## src/rtl/srt_pkg.sv

```systemverilog
`timescale 1ns / 1ps
// ----------------------------------------------------------------------------
// srt_pkg
// shared types and constants of the server registry table
// ----------------------------------------------------------------------------
package srt_pkg;

   localparam logic [31:0] ALL_ONES      = 32'hFFFF_FFFF;
   localparam logic [31:0] TIMEOUT_RESET = 32'd300000;

   localparam logic [1:0] OP_REGISTER = 2'd0;
   localparam logic [1:0] OP_REMOVE   = 2'd1;
   localparam logic [1:0] OP_LIST     = 2'd2;
   localparam logic [1:0] OP_OTHER    = 2'd3;

   localparam logic STATUS_OK   = 1'b0;
   localparam logic STATUS_FAIL = 1'b1;

   // result of the shared entry compare unit
   typedef struct packed {
      logic peer;     // address and port equal the item's peer
      logic free;     // address is zero
      logic expired;  // last-seen time is past the timeout
   } flags_type;

   typedef enum logic [16:0] {
      ST_CLEAR     = 17'h00001,
      ST_IDLE      = 17'h00002,
      ST_REG_GAME  = 17'h00004,
      ST_REG_SCAN  = 17'h00008,
      ST_REG_FIN   = 17'h00010,
      ST_REM_GAME  = 17'h00020,
      ST_REM_SCAN  = 17'h00040,
      ST_FILT      = 17'h00080,
      ST_PEER_GAME = 17'h00100,
      ST_PEER_SCAN = 17'h00200,
      ST_EMIT_GAME = 17'h00400,
      ST_EMIT_SCAN = 17'h00800,
      ST_TERM      = 17'h01000,
      ST_SWP_CHK   = 17'h02000,
      ST_SWP_GAME  = 17'h04000,
      ST_SWP_SCAN  = 17'h08000,
      ST_SPARE     = 17'h10000
   } state_type;

endpackage

```

## src/rtl/srt_eval.sv

```systemverilog
`timescale 1ns / 1ps
// ----------------------------------------------------------------------------
// srt_eval
// shared entry compare unit: peer match, free test and expiry test
// ----------------------------------------------------------------------------
module srt_eval (
   input  logic [31:0]        ent_ip,
   input  logic [15:0]        ent_port,
   input  logic [31:0]        ent_time,
   input  logic [31:0]        peer_ip,
   input  logic [15:0]        peer_port,
   input  logic [31:0]        now,
   input  logic [31:0]        timeout,
   output srt_pkg::flags_type flags
);

   logic [31:0] wrapped;
   logic [31:0] plain;

   always_comb begin
      wrapped = (srt_pkg::ALL_ONES - ent_time) + timeout;
      plain   = ent_time + timeout;
      flags.peer    = (ent_ip == peer_ip) && (ent_port == peer_port);
      flags.free    = (ent_ip == 32'd0);
      flags.expired = ((ent_time > now) && (wrapped < now)) || (plain < now);
   end

endmodule
```

## config.mk

```make
export PLATFORM = sky130hd
export DESIGN_NAME = srt_eval
export DESIGN_NICKNAME = d
export VERILOG_FILES = /design/src/rtl/srt_pkg.sv /design/src/rtl/srt_eval.sv
export SDC_FILE = /design/constraint.sdc
export NUM_CORES = 1
export LEC_CHECK = 0
export BUFFER_PORTS_ARGS = -buffer_cell sky130_fd_sc_hd__buf_2
export CAP_MARGIN = 20
export CORE_ASPECT_RATIO = 0.8
export CORE_MARGIN = 4
export CORE_UTILIZATION = 55
export DETAILED_ROUTE_END_ITERATION = 10
export PLACE_DENSITY = 0.87
export SETUP_SLACK_MARGIN = 0.2
export SYNTH_ARGS = -nofsm -noshare
export SYNTH_HDL_FRONTEND = slang
export SYNTH_SLANG_ARGS = --single-unit
```

## constraint.sdc

```tcl
create_clock -name vclk -period 4.95
set_input_delay 0.2475 -clock vclk [all_inputs]
set_output_delay 0.2475 -clock vclk [all_outputs]
set_load 0.03 [all_outputs]
```

==> impl_metrics.yaml <==
run_status:
  status: "complete, no violations"
power:
  p_leak_uw: 0.00384
  irDropWorstVdd_mv: 0.0889
  p_per_area_mw_per_mm2: 133
floorplan:
  die_y_um: 102
  die-area_mm2: 0.0128
  initial_core_util_pct: 57.7
  row_count: 33
  coreArea_mm2: 0.0105
  ios: 195
  dieWidth_um: 125
setup_path:
  start_kind: "input port"
  crit_chain: "buf_2 -> inv_1 -> ha_1 -> inv_1 -> a21oi_1 -> o41ai_2 -> o21ai_2 -> a211oi_2 -> nor3_4 -> o2111ai_1 -> nand2_1 -> xnor2_1 -> ha_1 -> nor2b_1 -> o21ai_0 -> nand2b_1 -> a21oi_1 -> nor2b_1 -> o211ai_1 -> o311ai_0 -> o22ai_1 -> clkbuf_4"
  cp-end-kind: "primary output"
  worstSetupStartpoint: "ent_time[5]"
  crit_path_end: "flags[0]"
  required_ns: 4.70
  cpPeakStageDelay_ns: 0.40
  criticalPathCategory: "in -> out"
  cp_slowest_cell: "ha_1"
  cp_data_arrival_time_ns: 4.29
  critical_path.max_fanout: 7
grt:
  grt_pass1_vias: 6250
  grt_pass1_wl_mm: 30.0
  globalRouteTotalUtil_pct: 27.8
  grt_max_degree: 14
  antenna_found_initial: 0
  grt-ovfl-total: 0
synthesis:
  synth_cell_types: 66
  synth_top_family_by_area: "adder cells"
  synth-simple-area-share_pct: 16.3
  synth_mux_area_share_pct: 0
  synth_adder_area_share_pct: 32.9
  syn_inst: 813
  yosysSeqAreaShare_pct: 0
  netlist_area_mm2: 0.00606
  netlist_top_cells_area: "ha_1 32%, xor2_1 7.8%, a21oi_1 7.4%, xnor2_1 7.2%, inv_1 5.8%"
  yosys.area.top_type_share_pct: 32.2
  yosys_warnings: 0
  synth_compound_area_share_pct: 28.0
  yosysTopAreaCell: "ha_1"
  synth-xor-area-share_pct: 15.0
  synth_nets: 1163
  syn_area_per_cell_um2: 7.45
finish:
  fin_nets: 1339
  n_clock_buffer: 0
  drive_above_1_share_pct: 22.6
  area_growth_pct: 18.3
  fin_util_pct: 68.3
  fillers: 926
  seq_area_um2: 0
  nFlopsAndLatches: 0
placement:
  place_congestion: 0.999
  port_buffers: 195
  hpwl_mm: 16.9
drt:
  postRouteAntennaNets: 0
  vias_per_cell: 6.01
  drc: 0
  drtIter0Drc: 615
  dr.pass1.iters: 5
  drt_wl_total_mm: 19.1
  num_vias: 6774
  wl_per_cell_um: 17.0
worst_hold_path:
  hp-class: "in -> out"
timing:
  slew_headroom_pct: 54.5
  hold_violations: 0
  drv_slew: 0
  tightest_slew_ns: 0.676
  rsz0062_at_grt: "no"
  period_share_pct: 91.7
  finalCriticalPeriod_ns: 4.54
  setup_tns_ns: 0
  fmax_ghz: 0.220
  setup_violations: 0
cts:
  holdBufCountCts: 0
run:
  maxCapViolations: 0
where the power goes:
group          internal (µW)  switching (µW)    leakage, µW
Clock              0.0000271               0  0.00000000634
Sequential                 0               0              0
Combinational            420             531        0.00384
Total                    420             531        0.00384
synthesized netlist by cell type, types with 3 or more instances:
cell       number
a221oi_1        4
nand3_1         8
nand4_1        23
o211ai_1        4
nand2_1        23
nor4_1         26
o31ai_1         6
a2111oi_0       3
a211oi_1        5
o2111ai_1       3
clkbuf_1       12
inv_1          94
a31oi_1         4
o41ai_1         3
buf_4           3
o21a_1          5
o31a_1          3
nor3_1         15
o21ai_1         6
and4_1          3
or3_1           5
xnor2_1        50
nor2b_1        10
and3_1          4
buf_2           7
xor2_1         54
a21o_1         45
o21ai_0        25
ha_1          156
o22ai_1         4
nor2_1         44
o21bai_1       14
a21oi_1        90
nand2b_1        8
worst max-delay path, delay by kind of cell:
family / cells / cell delay [ns]
compound gates: 10 / 2.13
xor+xnor: 1 / 0.16
fa+ha+maj: 2 / 0.69
buf+inv: 4 / 0.54
simple gates: 5 / 0.53
layer usage:
metal	vias to the layer above	GRT usage [%]	part of all wire, %
li1	3313	-	-
met1	3051	40.1	44
met2	385	47.0	44
met3	25	2.98	10
met4	0	2.17	1.2
met5	-	0	0
worst min path at each step:
stage          cells past startpoint       start        to
3_5_place_dp                       5  ent_ip[28]  flags[1]
5_1_grt                            5  ent_ip[28]  flags[1]
4_1_cts                            5  ent_ip[28]  flags[1]
2_1_floorplan                      3  ent_ip[15]  flags[1]
6_report                           5  ent_ip[28]  flags[1]
3_3_place_gp                       5  ent_ip[28]  flags[1]
cell families after synthesis:
group           Yosys count
xor+xnor                104
buf+inv                 118
fa+ha+maj               158
simple gates            183
compound gates          250
per-stage QoR:
stage	total power, µW	cell area, µm²	cells	hold WS [ns]	setup WS [ns]
after floorplan	646	6060	813	0.693	0.924
after global placement	890	7100	1126	0.921	0.421
after detailed placement	913	7100	1126	0.912	0.351
after CTS	921	7100	1126	0.915	0.342
after global routing	1060	7160	1127	0.967	0.206
final	951	7160	1128	0.916	0.410
cell type report:
| cell class | instances | area (µm²) | share of cell area [%] |
|---|---|---|---|
| antenna | 1 | 2.50 | 0.0349 |
| inverter | 95 | 357 | 4.98 |
| multi-input combinational | 695 | 5630 | 78.7 |
| tap | 140 | 175 | 2.45 |
| timing repair buffer | 197 | 993 | 13.9 |
cells in the final DEF (no fill, tap or decap), drive strengths merged, types with 3 or more instances in the layout:
cell / count
buf: 196
nor2b: 10
nand3: 8
and4: 3
ha: 156
o21ai: 31
inv: 94
o22ai: 4
nand4: 23
a211oi: 7
xnor2: 50
o41ai: 5
a2111oi: 5
xor2: 54
nor2: 44
o2111ai: 3
and3: 4
a31oi: 4
nand2: 24
o21bai: 14
o31ai: 9
nor4: 26
o31a: 3
a221oi: 5
nand2b: 8
o311ai: 3
o211ai: 4
or2: 3
nor3: 16
a21o: 45
a21oi: 92
o21a: 5
or3: 5
repair_timing:
action,in CTS,in global routing
setup endpoints to repair,0,1
buffers inserted,0,1
gates resized for setup,0,12
Note: power is estimated with default switching activity, not from simulation.
